### config.mk
export PLATFORM = sky130hd
export DESIGN_NAME = xor_checked_frame_decoder_unit
export DESIGN_NICKNAME = d
export VERILOG_FILES = /design/src/sv/xcfd_pkg.sv /design/src/sv/xor_checked_frame_decoder_unit.sv /design/src/sv/xcfd_parser.sv /design/src/sv/xcfd_fifo.sv /design/src/sv/xcfd_decoder.sv
export SDC_FILE = /design/constraint.sdc
export NUM_CORES = 1
export LEC_CHECK = 0
export BUFFER_PORTS_ARGS = -buffer_cell sky130_fd_sc_hd__buf_2
export CAP_MARGIN = 15
export CORE_UTILIZATION = 56
export DETAILED_ROUTE_END_ITERATION = 10
export GPL_ROUTABILITY_DRIVEN = 0
export PLACE_DENSITY = 0.76
export SYNTH_ARGS = -nofsm -noshare
export SYNTH_HDL_FRONTEND = slang
export SYNTH_HIERARCHICAL = 1
export SYNTH_SLANG_ARGS = --single-unit
### constraint.sdc
create_clock -name clk -period 9.1 [get_ports clk]
set_input_delay 0.91 -clock clk [delete_from_list [all_inputs] [get_ports clk]]
set_output_delay 0.91 -clock clk [all_outputs]
set_load 0.1 [all_outputs]
### src/sv/xcfd_pkg.sv
package xcfd_pkg;

  localparam int MaxPayloadDefault = 12;

  localparam logic [7:0] Hdr0      = 8'hAA;
  localparam logic [7:0] Hdr1      = 8'h55;
  localparam logic [7:0] TypeBall  = 8'h01;
  localparam logic [7:0] TypeCtrl  = 8'h02;
  localparam logic [7:0] TypeTune  = 8'h04;
  localparam logic [7:0] TypeStart = 8'h05;
  localparam logic [7:0] ConfMax   = 8'd100;

  localparam logic [1:0] KindBall  = 2'd0;
  localparam logic [1:0] KindCtrl  = 2'd1;
  localparam logic [1:0] KindTune  = 2'd2;
  localparam logic [1:0] KindStart = 2'd3;

  typedef enum logic [2:0] {
    PH_HDR0, PH_HDR1, PH_TYPE, PH_LEN, PH_BODY, PH_CHECK
  } phase_t;

  // Frame handed from the parser to the decoder: a snapshot of the payload.
  typedef struct packed {
    logic [1:0]       kind;
    logic [3:0]       len;
    logic [12*8-1:0]  data;
  } frame_t;

  // One result beat.
  typedef struct packed {
    logic [1:0]  frame_kind;
    logic [1:0]  slot;
    logic [15:0] signed_word;
    logic [15:0] unsigned_word;
    logic [15:0] ball_frame_time;
    logic [7:0]  small_a;
    logic [7:0]  small_b;
    logic [7:0]  small_c;
    logic [7:0]  slot_bias;
    logic [1:0]  meta_flags;
    logic [15:0] revision_count;
    logic        last_of_run;
  } result_t;

endpackage

### src/sv/xor_checked_frame_decoder_unit.sv
// Byte-stream deframer for AA 55 TYPE LEN PAYLOAD XOR frames. One byte beat is
// accepted every clock while in_stall is low: the parser itself never stalls the
// input. A checked frame whose type and length are recognised is passed through a
// two-entry frame queue to the decoder. The decoder emits one result beat per cycle
// whenever the output is not stalled: one for ball and control frames, three
// for tune, four for start. Between runs it emits nothing while it loads the
// next frame. The first beat of a frame passes the parser's frame register, the
// queue slot and the decoder's latched frame before the registered result. Input
// stalls whenever the queue holds two frames, counting one just leaving the
// parser; this applies to any byte, not only a check byte. Frames are at least
// eight bytes apart, so this needs a long output stall. Configuration (default
// biases) is written through a plain write port.
module xor_checked_frame_decoder_unit #(
  parameter int MAX_PAYLOAD = xcfd_pkg::MaxPayloadDefault
) (
  input  logic        clk,
  input  logic        rst,
  input  logic        cfg_we,
  input  logic [1:0]  cfg_index,
  input  logic [7:0]  cfg_data,
  input  logic        in_valid,
  output logic        in_stall,
  input  logic [7:0]  rx_byte,
  output logic        out_valid,
  input  logic        out_stall,
  output logic [1:0]  frame_kind,
  output logic [1:0]  slot,
  output logic signed [15:0] signed_word,
  output logic [15:0] unsigned_word,
  output logic [15:0] ball_frame_time,
  output logic [7:0]  small_a,
  output logic [7:0]  small_b,
  output logic [7:0]  small_c,
  output logic signed [7:0] slot_bias,
  output logic [1:0]  meta_flags,
  output logic [15:0] revision_count,
  output logic        last_of_run
);
  import xcfd_pkg::*;

  logic [7:0] default_bias [4];
  logic       in_fire;
  logic       pfv;
  frame_t     pframe, qhead;
  logic       q_ne, q_pop;
  logic [1:0] q_cnt;
  result_t    res;

  always_ff @(posedge clk) begin
    if (rst) begin
      for (int i = 0; i < 4; i++) default_bias[i] <= '0;
    end else if (cfg_we) begin
      default_bias[cfg_index] <= cfg_data;
    end
  end

  // Stall conservatively while the queue may fill: the parser's output is
  // registered in the cycle after the check byte, so count that pending frame too.
  always_ff @(posedge clk) begin
    if (rst) q_cnt <= '0;
    else q_cnt <= q_cnt + 2'(pfv) - 2'(q_pop);
  end
  assign in_stall = (q_cnt + 2'(pfv)) >= 2'd2;
  assign in_fire  = in_valid && !in_stall;

  xcfd_parser #(.MAX_PAYLOAD(MAX_PAYLOAD)) u_parser (
    .clk, .rst, .in_fire, .rx_byte, .frame_valid(pfv), .frame(pframe)
  );

  xcfd_fifo u_fifo (
    .clk, .rst, .push(pfv), .push_data(pframe), .pop(q_pop),
    .not_empty(q_ne), .head(qhead)
  );

  xcfd_decoder u_dec (
    .clk, .rst, .default_bias, .frame_ready(q_ne), .frame(qhead), .frame_pop(q_pop),
    .res_valid(out_valid), .res, .res_stall(out_stall)
  );

  assign frame_kind      = res.frame_kind;
  assign slot            = res.slot;
  assign signed_word     = res.signed_word;
  assign unsigned_word   = res.unsigned_word;
  assign ball_frame_time = res.ball_frame_time;
  assign small_a         = res.small_a;
  assign small_b         = res.small_b;
  assign small_c         = res.small_c;
  assign slot_bias       = res.slot_bias;
  assign meta_flags      = res.meta_flags;
  assign revision_count  = res.revision_count;
  assign last_of_run     = res.last_of_run;

endmodule

### src/sv/xcfd_parser.sv
module xcfd_parser #(
  parameter int MAX_PAYLOAD = xcfd_pkg::MaxPayloadDefault
) (
  input  logic              clk,
  input  logic              rst,
  input  logic              in_fire,
  input  logic [7:0]        rx_byte,
  output logic              frame_valid,
  output xcfd_pkg::frame_t  frame
);
  import xcfd_pkg::*;

  phase_t      phase, phase_next;
  logic [7:0]  held_type;
  logic [3:0]  held_length;
  logic [3:0]  payload_count;
  logic [7:0]  running_xor;
  logic [7:0]  payload [12];
  logic        accepted;
  logic [1:0]  kind;

  // Only lengths the decoder acts on are passed through; everything else is dropped here.
  always_comb begin
    accepted = 1'b0;
    kind     = KindBall;
    case (held_type)
      TypeBall: begin
        kind = KindBall;
        accepted = (held_length == 4'd3) || (held_length == 4'd7) || (held_length == 4'd8);
      end
      TypeCtrl: begin
        kind = KindCtrl;
        accepted = (held_length == 4'd5);
      end
      TypeTune: begin
        kind = KindTune;
        accepted = (held_length == 4'd12);
      end
      TypeStart: begin
        kind = KindStart;
        accepted = (held_length == 4'd6) || (held_length == 4'd10);
      end
      default: accepted = 1'b0;
    endcase
  end

  always_comb begin
    phase_next = phase;
    case (phase)
      PH_HDR0: if (rx_byte == Hdr0) phase_next = PH_HDR1;
      PH_HDR1: begin
        if (rx_byte == Hdr1) phase_next = PH_TYPE;
        else if (rx_byte == Hdr0) phase_next = PH_HDR1;
        else phase_next = PH_HDR0;
      end
      PH_TYPE: phase_next = PH_LEN;
      PH_LEN: begin
        if (rx_byte > 8'(MAX_PAYLOAD)) phase_next = PH_HDR0;
        else if (rx_byte == 8'd0) phase_next = PH_CHECK;
        else phase_next = PH_BODY;
      end
      PH_BODY: if ((payload_count + 4'd1) >= held_length) phase_next = PH_CHECK;
      PH_CHECK: phase_next = PH_HDR0;
      default: phase_next = PH_HDR0;
    endcase
  end

  always_ff @(posedge clk) begin
    if (rst) begin
      phase         <= PH_HDR0;
      held_type     <= '0;
      held_length   <= '0;
      payload_count <= '0;
      running_xor   <= '0;
      frame_valid   <= 1'b0;
    end else begin
      frame_valid <= 1'b0;
      if (in_fire) begin
        phase <= phase_next;
        case (phase)
          PH_TYPE: begin
            held_type   <= rx_byte;
            running_xor <= rx_byte;
          end
          PH_LEN: begin
            if (rx_byte <= 8'(MAX_PAYLOAD)) begin
              held_length   <= rx_byte[3:0];
              payload_count <= '0;
              running_xor   <= running_xor ^ rx_byte;
            end
          end
          PH_BODY: begin
            if (payload_count < 4'd12) payload[payload_count] <= rx_byte;
            payload_count <= payload_count + 4'd1;
            running_xor   <= running_xor ^ rx_byte;
          end
          PH_CHECK: frame_valid <= (rx_byte == running_xor) && accepted;
          default: ;
        endcase
      end
    end
  end

  always_ff @(posedge clk) begin
    if (in_fire && phase == PH_CHECK) begin
      frame.kind <= kind;
      frame.len  <= held_length;
      for (int i = 0; i < 12; i++) frame.data[i*8 +: 8] <= payload[i];
    end
  end

endmodule

### src/sv/xcfd_fifo.sv
module xcfd_fifo (
  input  logic              clk,
  input  logic              rst,
  input  logic              push,
  input  xcfd_pkg::frame_t  push_data,
  input  logic              pop,
  output logic              not_empty,
  output xcfd_pkg::frame_t  head
);
  import xcfd_pkg::*;

  frame_t     slots [2];
  logic       wr_ptr, rd_ptr;
  logic [1:0] count;

  assign not_empty = (count != 2'd0);
  assign head      = slots[rd_ptr];

  always_ff @(posedge clk) begin
    if (rst) begin
      wr_ptr <= 1'b0;
      rd_ptr <= 1'b0;
      count  <= '0;
    end else begin
      if (push) wr_ptr <= ~wr_ptr;
      if (pop) rd_ptr <= ~rd_ptr;
      count <= count + 2'(push) - 2'(pop);
    end
  end

  always_ff @(posedge clk) begin
    if (push) slots[wr_ptr] <= push_data;
  end

  assert property (@(posedge clk) disable iff (rst) !(pop && count == 2'd0))
    else $error("frame queue underflow");
  assert property (@(posedge clk) disable iff (rst) !(push && count == 2'd2 && !pop))
    else $error("frame queue overflow");

endmodule

### src/sv/xcfd_decoder.sv
module xcfd_decoder (
  input  logic               clk,
  input  logic               rst,
  input  logic [7:0]         default_bias [4],
  input  logic               frame_ready,
  input  xcfd_pkg::frame_t   frame,
  output logic               frame_pop,
  output logic               res_valid,
  output xcfd_pkg::result_t  res,
  input  logic               res_stall
);
  import xcfd_pkg::*;

  logic [15:0] tune_angles [3];
  logic [15:0] tune_times  [3];
  logic        tune_seen;
  logic [15:0] tune_revision;
  logic [15:0] start_angles [3];
  logic [7:0]  bias_store [4];
  logic        bias_loaded;
  logic        start_seen;
  logic [15:0] start_revision;

  logic        busy;      // run in progress, frame data latched
  logic [1:0]  idx;
  frame_t      cur;
  logic [7:0]  b [12];
  logic        changed;
  logic [7:0]  bias_now [4];
  logic [1:0]  last_idx;
  result_t     r;
  logic        emit;

  always_comb begin
    for (int i = 0; i < 12; i++) b[i] = frame.data[i*8 +: 8];
    for (int i = 0; i < 4; i++) bias_now[i] = bias_loaded ? bias_store[i] : default_bias[i];
  end

  // Change detection at frame load; updates stored state in the same cycle.
  always_comb begin
    changed = 1'b0;
    if (frame.kind == KindTune) begin
      changed = !tune_seen;
      for (int i = 0; i < 3; i++)
        if ({b[4*i+1], b[4*i]} != tune_angles[i] || {b[4*i+3], b[4*i+2]} != tune_times[i])
          changed = 1'b1;
    end else begin
      changed = !start_seen;
      for (int i = 0; i < 3; i++)
        if ({b[2*i+1], b[2*i]} != start_angles[i]) changed = 1'b1;
      if (frame.len == 4'd10)
        for (int i = 0; i < 4; i++)
          if (b[6+i] != bias_now[i]) changed = 1'b1;
    end
  end

  assign last_idx  = (cur.kind == KindTune) ? 2'd2 : (cur.kind == KindStart) ? 2'd3 : 2'd0;
  assign emit      = busy && (!res_valid || !res_stall);
  assign frame_pop = frame_ready && !busy;

  // Builds the beat for index idx of the latched frame.
  always_comb begin
    logic [7:0] cb [12];
    for (int i = 0; i < 12; i++) cb[i] = cur.data[i*8 +: 8];
    r = '0;
    r.frame_kind  = cur.kind;
    r.last_of_run = (idx == last_idx);
    case (cur.kind)
      KindBall: begin
        r.signed_word = {cb[1], cb[0]};
        r.small_a     = (cb[2] > ConfMax) ? ConfMax : cb[2];
        if (cur.len >= 4'd7) begin
          r.unsigned_word   = {cb[4], cb[3]};
          r.ball_frame_time = {cb[6], cb[5]};
          r.meta_flags      = 2'b01;
          if (cur.len == 4'd8) begin
            r.small_b    = cb[7];
            r.meta_flags = 2'b11;
          end
        end
      end
      KindCtrl: begin
        r.small_a     = cb[0];
        r.small_b     = cb[1];
        r.signed_word = {cb[3], cb[2]};
        r.small_c     = cb[4];
      end
      KindTune: begin
        r.slot           = idx;
        r.signed_word    = tune_angles[idx];
        r.unsigned_word  = tune_times[idx];
        r.revision_count = tune_revision;
      end
      KindStart: begin
        r.slot           = idx;
        r.signed_word    = (idx == 2'd3) ? 16'd0 : start_angles[idx];
        r.slot_bias      = bias_now[idx];
        r.revision_count = start_revision;
      end
      default: ;
    endcase
  end

  always_ff @(posedge clk) begin
    if (rst) begin
      busy           <= 1'b0;
      idx            <= '0;
      res_valid      <= 1'b0;
      tune_seen      <= 1'b0;
      tune_revision  <= '0;
      start_seen     <= 1'b0;
      start_revision <= '0;
      bias_loaded    <= 1'b0;
    end else begin
      if (res_valid && !res_stall) res_valid <= 1'b0;
      if (emit) begin
        res_valid <= 1'b1;
        if (idx == last_idx) begin
          busy <= 1'b0;
          idx  <= '0;
        end else begin
          idx <= idx + 2'd1;
        end
      end
      if (frame_pop) begin
        busy <= 1'b1;
        idx  <= '0;
        if (frame.kind == KindTune) begin
          tune_seen <= 1'b1;
          if (changed) tune_revision <= tune_revision + 16'd1;
        end
        if (frame.kind == KindStart) begin
          start_seen <= 1'b1;
          if (changed) start_revision <= start_revision + 16'd1;
          if (frame.len == 4'd10) bias_loaded <= 1'b1;
        end
      end
    end
  end

  always_ff @(posedge clk) begin
    if (emit) res <= r;
    if (frame_pop) begin
      cur <= frame;
      if (frame.kind == KindTune)
        for (int i = 0; i < 3; i++) begin
          tune_angles[i] <= {b[4*i+1], b[4*i]};
          tune_times[i]  <= {b[4*i+3], b[4*i+2]};
        end
      if (frame.kind == KindStart) begin
        for (int i = 0; i < 3; i++) start_angles[i] <= {b[2*i+1], b[2*i]};
        if (frame.len == 4'd10)
          for (int i = 0; i < 4; i++) bias_store[i] <= b[6+i];
      end
    end
  end

  assert property (@(posedge clk) disable iff (rst) frame_pop |-> !busy)
    else $error("frame loaded during a run");
  assert property (@(posedge clk) disable iff (rst) (res_valid && res_stall) |=> $stable(res))
    else $error("stalled beat changed");
  assert property (@(posedge clk) disable iff (rst) busy |-> idx <= last_idx)
    else $error("run index past end");

endmodule
==> results of run 1 <==
==> power by group <==
group          internal (W)  switching [W]  leakage, nW  total [W]
Sequential          0.00484       0.000228         7.73    0.00507
Combinational      0.000743        0.00228         4.05    0.00303
Clock               0.00206        0.00145         1.37    0.00351
Total               0.00764        0.00396         13.1     0.0116
==> final cells by class <==
class | count | area (µm²) | share of cell area (%)
clock buffer | 105 | 2310 | 5.88
timing repair buffer | 152 | 838 | 2.14
clock inverter | 50 | 479 | 1.22
multi-input combinational | 1229 | 9730 | 24.8
tap | 837 | 1050 | 2.67
sequential | 859 | 24700 | 63.0
inverter | 36 | 138 | 0.351
==> through the flow <==
stage / power [W] / util (%)
floorplan: 0.00737 / -
global placement: 0.00808 / 59.1
detailed placement: 0.00813 / 59.1
CTS: 0.0116 / 63.6
global route: 0.0119 / 63.6
finish: 0.0116 / 63.6
==> layer usage <==
metal	vias up	GRT usage (%)	part of all wire, %
li1	8646	-	-
met3	155	4.88	9.5
met4	0	9.40	3.0
met1	9889	36.7	40
met5	-	0	0
met2	1169	43.3	48
==> how the worst max path moves through the flow <==
stage	start	end	slack (ns)
after floorplan	u_fifo/count[1]$_SDFF_PP0_	u_dec/start_revision[9]$_SDFFE_PP0P_	1.52
after global placement	register	u_dec/start_revision[10]$_SDFFE_PP0P_	5.18
after CTS	register	u_dec/start_revision[10]$_SDFFE_PP0P_	4.93
after detailed placement	register	u_dec/start_revision[3]$_SDFFE_PP0P_	5.07
final	register	u_dec/start_revision[10]$_SDFFE_PP0P_	4.86
after global routing	register	u_dec/start_revision[3]$_SDFFE_PP0P_	4.73
==> registers in the layout, summed over array words and instances, names as in the netlist, 3 cells and up, named ones only <==
signal / count
u_parser/payload_count: 4
u_dec/bias_store: 32
u_dec/tune_times: 48
default_bias: 32
u_dec/tune_revision: 16
u_parser/phase: 3
u_parser/payload: 96
u_dec/start_revision: 16
u_dec/start_angles: 48
u_parser/frame: 102
u_parser/held_length: 4
u_dec/tune_angles: 48
u_dec/res: 103
u_parser/running_xor: 8
u_fifo/slots: 204
u_dec/cur: 70
u_parser/held_type: 8
==> kinds of logic after synthesis <==
family,after synthesis,synth area share (%)
mux,282,9.95
buf+inv,133,1.80
compound gates,257,4.73
fa+ha+maj,15,0.536
flops,859,70.6
xor+xnor,191,4.81
simple gates,484,7.62
==> synth_stat cells (12+ instances only) <==
master	count
a21oi_1	97
a22o_1	14
a22oi_1	17
and2_1	45
buf_2	14
buf_6	14
clkbuf_1	57
dfxtp_1	108
edfxtp_1	751
ha_1	15
inv_1	36
mux2_2	33
mux2_4	84
mux2i_1	141
mux4_2	15
nand2_1	70
nand2b_1	55
nand3_1	27
nand4_1	39
nor2_1	113
nor2b_1	46
nor3_1	12
nor4_1	16
o21ai_0	46
o22a_1	14
o22ai_1	21
xnor2_1	152
xor2_1	38
==> results.py, run 1 <==
metrics = {
    "setup_path": {
        "critPathTopFamily": "compound AO/OA/AOI/OAI gates",
        "cp_max_fo": 102,
        "cp-end-kind": "register",
        "worstPathBufferInverterCount": 1,
        "worst-path-stages": 9,
        "crit_chain": "buf_12 -> mux2_2 -> xor2_1 -> nor4_1 -> nand4_1 -> or3_1 -> o21ai_2 -> o22ai_1 -> mux2_1",
        "crit_arrival_ns": 4.76,
        "worst_ep_required_time_ns": 9.62,
        "worst-r2r-cell-count": 9,
        "reg2reg_to": "u_dec/start_revision[10]$_SDFFE_PP0P_",
        "crit_path_top_delay_cell": "o21ai_2",
        "r2r_slack_ns": 4.86,
        "crit_path_start_kind": "register",
        "critical_path.max_stage_delay_ns": 0.81,
        "path_class": "reg -> reg",
    },
    "hold_path": {
        "worstHoldStart": "u_parser/payload[8][1]$_DFFE_PP_",
        "hold_path_depth": 0,
        "holdCritPathClass": "reg -> reg",
        "holdPathEnd": "u_parser/frame[65]$_DFFE_PP_",
    },
    "timing": {
        "min_period_ns": 4.24,
        "fmax_mhz": 236,
        "drv_slew": 0,
        "tightest_slew_ns": 1.17,
        "fin_crit_sh_pct": 46.6,
        "fin_hold_ws_ns": 0.417,
        "setup_violations": 0,
        "rsz0062_at_grt": "false",
        "timing.final.ws_setup_ns": 4.86,
        "skew_ns": 0.0287,
        "hold_violations": 0,
        "finalSetupTns_ns": 0,
        "relSlewSlack_pct": 22.2,
    },
    "die": {
        "die_y_um": 252,
        "dieArea_um2": 63600,
        "ioPinCount": 128,
        "die_w_um": 252,
        "core_um2": 61700,
        "std_cell_rows": 91,
        "start_util_pct": 56.8,
    },
    "global_routing": {
        "grt_max_degree": 103,
        "antenna_found_initial": 2,
        "grt_pass1_vias": 19400,
        "grt_usage_pct": 26.8,
        "grt_pass1_wl_mm": 124,
        "overflow": 0,
    },
    "clocking": {
        "root_buffer": "clkbuf_16",
        "htree_levels": 3,
        "cts_buffer_depth": 3,
        "post_cts.repair.setup_buffers": 0,
        "numCtsBuffers": 85,
        "cts_sinks": 859,
        "clk_pin_slew_ns": 0.06,
        "cts-resized-gates": 0,
        "cts_tree": "built",
        "clkLatencyLatePin_ns": 0.65,
        "postCtsHoldBufs": 0,
    },
    "cells_and_area": {
        "final_common_cell": "edfxtp_1",
        "area_delta_synth_final_pct": 12.1,
        "final_cell_mix": "edfxtp_1 (751), xnor2_1 (152), mux2i_1 (141)",
        "final.fill_count": 4290,
        "drive_above_1_share_pct": 18.6,
        "design_area_um2": 39300,
        "final_nets": 2401,
        "antenna_cells": 0,
        "fin_cells": 3268,
    },
    "synthesis": {
        "syn_inst": 2221,
        "yosysSeqAreaShare_pct": 70.6,
        "synth_area_leader_cell": "edfxtp_1",
        "synth_cell_type_count": 75,
        "ys_warn_count": 6,
        "synthArstFlopShare_pct": 0,
        "synth_area_um2": 35000,
        "synth_edf_count": 751,
        "ys.flop_type": "edfxtp_1",
        "synthTopCellsByArea": "edfxtp_1 (64%), dfxtp_1 (6.2%), mux2i_1 (4.0%)",
        "syn-num-nets": 2259,
        "avgSynthCellArea_um2": 15.8,
        "ys_seq_elements": 859,
        "synth_top_area_share_pct": 64.4,
    },
    "flow_run": {
        "drv_cap": 0,
    },
    "placed_design": {
        "hpwl_mm": 56.2,
        "post_dp_cell_area_um2": 36500,
        "dp_cells": 3113,
        "port_buffers": 127,
        "dp_slack_ns": 5.07,
    },
    "routing": {
        "wl_per_cell_um": 26.1,
        "drc": 0,
        "ant_nets": 0,
        "wl_mm": 85.2,
        "drtPass1Iterations": 6,
        "num_vias": 19900,
        "drt_iter0_drc": 2238,
        "route.detailed.vias_per_inst": 6.08,
    },
    "pwr": {
        "p_per_area_nw_per_um2": 296,
        "leakagePower_nw": 13.1,
        "peakVddDrop_mv": 0.213,
    },
    "status": {
        "status": "completed",
    },
}
Power figures use the tool's default switching activity.
==> run 2, diff against run 1 <==
- clock period: 9.1 -> 3.5 ns (I/O delays scaled with it)
==> results.py, run 2 (synthesis results as in run 1) <==
metrics = {
    "status": {
        "status": "completed",
    },
    "die": {
        "core_um2": 61700,
        "std_cell_rows": 91,
        "dieArea_um2": 63600,
        "die_y_um": 252,
        "ioPinCount": 128,
        "start_util_pct": 56.8,
        "die_w_um": 252,
    },
    "global_routing": {
        "overflow": 0,
        "grt_pass1_vias": 19600,
        "grt_usage_pct": 26.7,
        "grt_pass1_wl_mm": 124,
        "grt_max_degree": 101,
        "antenna_found_initial": 2,
    },
    "clocking": {
        "numCtsBuffers": 83,
        "root_buffer": "clkbuf_16",
        "cts_sinks": 859,
        "post_cts.repair.setup_buffers": 0,
        "clk_pin_slew_ns": 0.06,
        "cts_buffer_depth": 3,
        "clkLatencyLatePin_ns": 0.64,
        "htree_levels": 3,
        "cts_tree": "built",
    },
    "cells_and_area": {
        "final_cell_mix": "edfxtp_1 (751), xnor2_1 (152), mux2i_1 (141)",
        "final_common_cell": "edfxtp_1",
        "fin_util_pct": 64.2,
        "reg_top3": "u_fifo/slots (204), u_dec/res (103), u_parser/frame (102)",
        "final_nets": 2429,
        "drive_above_1_share_pct": 19.8,
        "top_register": "u_fifo/slots",
        "area_delta_synth_final_pct": 13.0,
        "largest_reg_flops": 204,
    },
    "timing": {
        "skew_ns": 0.0181,
        "rsz0062_at_grt": "false",
        "tightest_slew_ns": 0.968,
        "drv_slew": 0,
        "relSlewSlack_pct": 35.5,
        "setup_violations": 0,
        "min_period_ns": 3.33,
        "fin_crit_sh_pct": 95.1,
        "fmax_mhz": 301,
        "hold_violations": 0,
        "fin_hold_ws_ns": 0.0646,
    },
    "routing": {
        "wl_mm": 84.6,
        "drc": 0,
        "route.detailed.vias_per_inst": 6.03,
        "ant_nets": 0,
        "drtPass1Iterations": 6,
        "wl_per_cell_um": 25.6,
        "num_vias": 19900,
        "drt_iter0_drc": 2423,
    },
    "placed_design": {
        "hpwl_mm": 57.6,
        "port_buffers": 127,
    },
    "setup_path": {
        "crit_arrival_ns": 3.85,
        "path_class": "reg -> reg",
        "worst-r2r-cell-count": 10,
        "cp-end-kind": "register",
        "crit_path_start_kind": "register",
        "r2r_slack_ns": 0.17,
        "cp_max_fo": 21,
        "reg2reg_to": "u_dec/tune_revision[9]$_SDFFE_PP0P_",
        "worst_ep_required_time_ns": 4.02,
    },
    "flow_run": {
        "drv_cap": 0,
    },
    "hold_path": {
        "worstHoldStart": "cfg_data[2]",
        "holdPathEnd": "default_bias[2]$_SDFFE_PP0P_",
        "hold_path_depth": 3,
        "holdCritPathClass": "in -> reg",
    },
    "pwr": {
        "leakagePower_nw": 13.3,
        "peakVddDrop_mv": 0.507,
        "power_w": 0.0297,
        "p_per_area_nw_per_um2": 750,
    },
}
run 2: cell types whose count changed in the layout (fill, tap and decap cells not counted), sizes merged:
cell,before,now
clkinvlp,1,3
clkinv,34,26
bufinv,9,8
diode,0,1
buf,152,181
inv,42,41
dlygate4sd3,0,1
clkbuf,105,111
run 2: worst max-delay path, stage by stage (launching register included):
cell and delay (ns):
dfxtp_4 0.50, buf_12 0.24, mux2_2 0.41, xnor2_1 0.36, nand4_1 0.16, nor4_1 0.36, nand4_1 0.31, o21ai_1 0.23
buf_4 0.26, nor3_1 0.09, mux2_2 0.27
run 2: worst max path at each step:
stage | end | slack (ns) | cells past startpoint
floorplan | u_dec/tune_revision[11]$_SDFFE_PP0P_ | -1.31 | 9
global placement | u_dec/tune_revision[9]$_SDFFE_PP0P_ | 0.38 | 10
CTS | u_dec/tune_revision[9]$_SDFFE_PP0P_ | 0.25 | 10
global route | u_dec/tune_revision[9]$_SDFFE_PP0P_ | 0.06 | 10
finish | u_dec/tune_revision[9]$_SDFFE_PP0P_ | 0.17 | 10
detailed placement | u_dec/tune_revision[9]$_SDFFE_PP0P_ | 0.31 | 10
run 2: report_power, final:
part           internal, W  switching (W)  leakage (nW)
clock              0.00527        0.00376          1.35
combinational      0.00193        0.00576          4.20
sequential          0.0125       0.000505          7.73
run 2: timing repair:
item                      4_1_cts  5_1_grt
hold endpoints to repair        1        0
hold buffers                    1        0
resized for setup               0        0
run 2: routing by layer:
metal	part of all wire [%]	track usage [%]	up-vias	routed length [µm]
li1	-	-	8714	-
met1	40	36.2	9818	33600
met4	3.8	11.4	0	3240
met2	48	43.1	1160	40200
met5	0	0	-	0
met3	8.9	4.23	185	7540
run 2: area by class of cell:
cell class | instances | area [µm²]
well taps | 837 | 1050
fillers | 4212 | 22100
diodes | 1 | 2.50
multi-input cells | 1229 | 9780
flip-flops and latches | 859 | 24700
repair buffers | 182 | 1150
inverters | 36 | 139
clock buffers | 111 | 2320
clock inverters | 42 | 434
run 2: through the flow:
| stage | setup TNS [ns] | instance area, µm² | setup WS, ns | std cells |
|---|---|---|---|---|
| 5_1_grt | 0 | 39600 | 0.0618 | 3296 |
| 4_1_cts | 0 | 39600 | 0.250 | 3296 |
| 6_report | 0 | 39600 | 0.173 | 3297 |
| 3_5_place_dp | 0 | 36800 | 0.309 | 3142 |
| 2_1_floorplan | -72.75 | 35200 | -1.31 | 2221 |
| 3_3_place_gp | 0 | 36800 | 0.377 | 3142 |
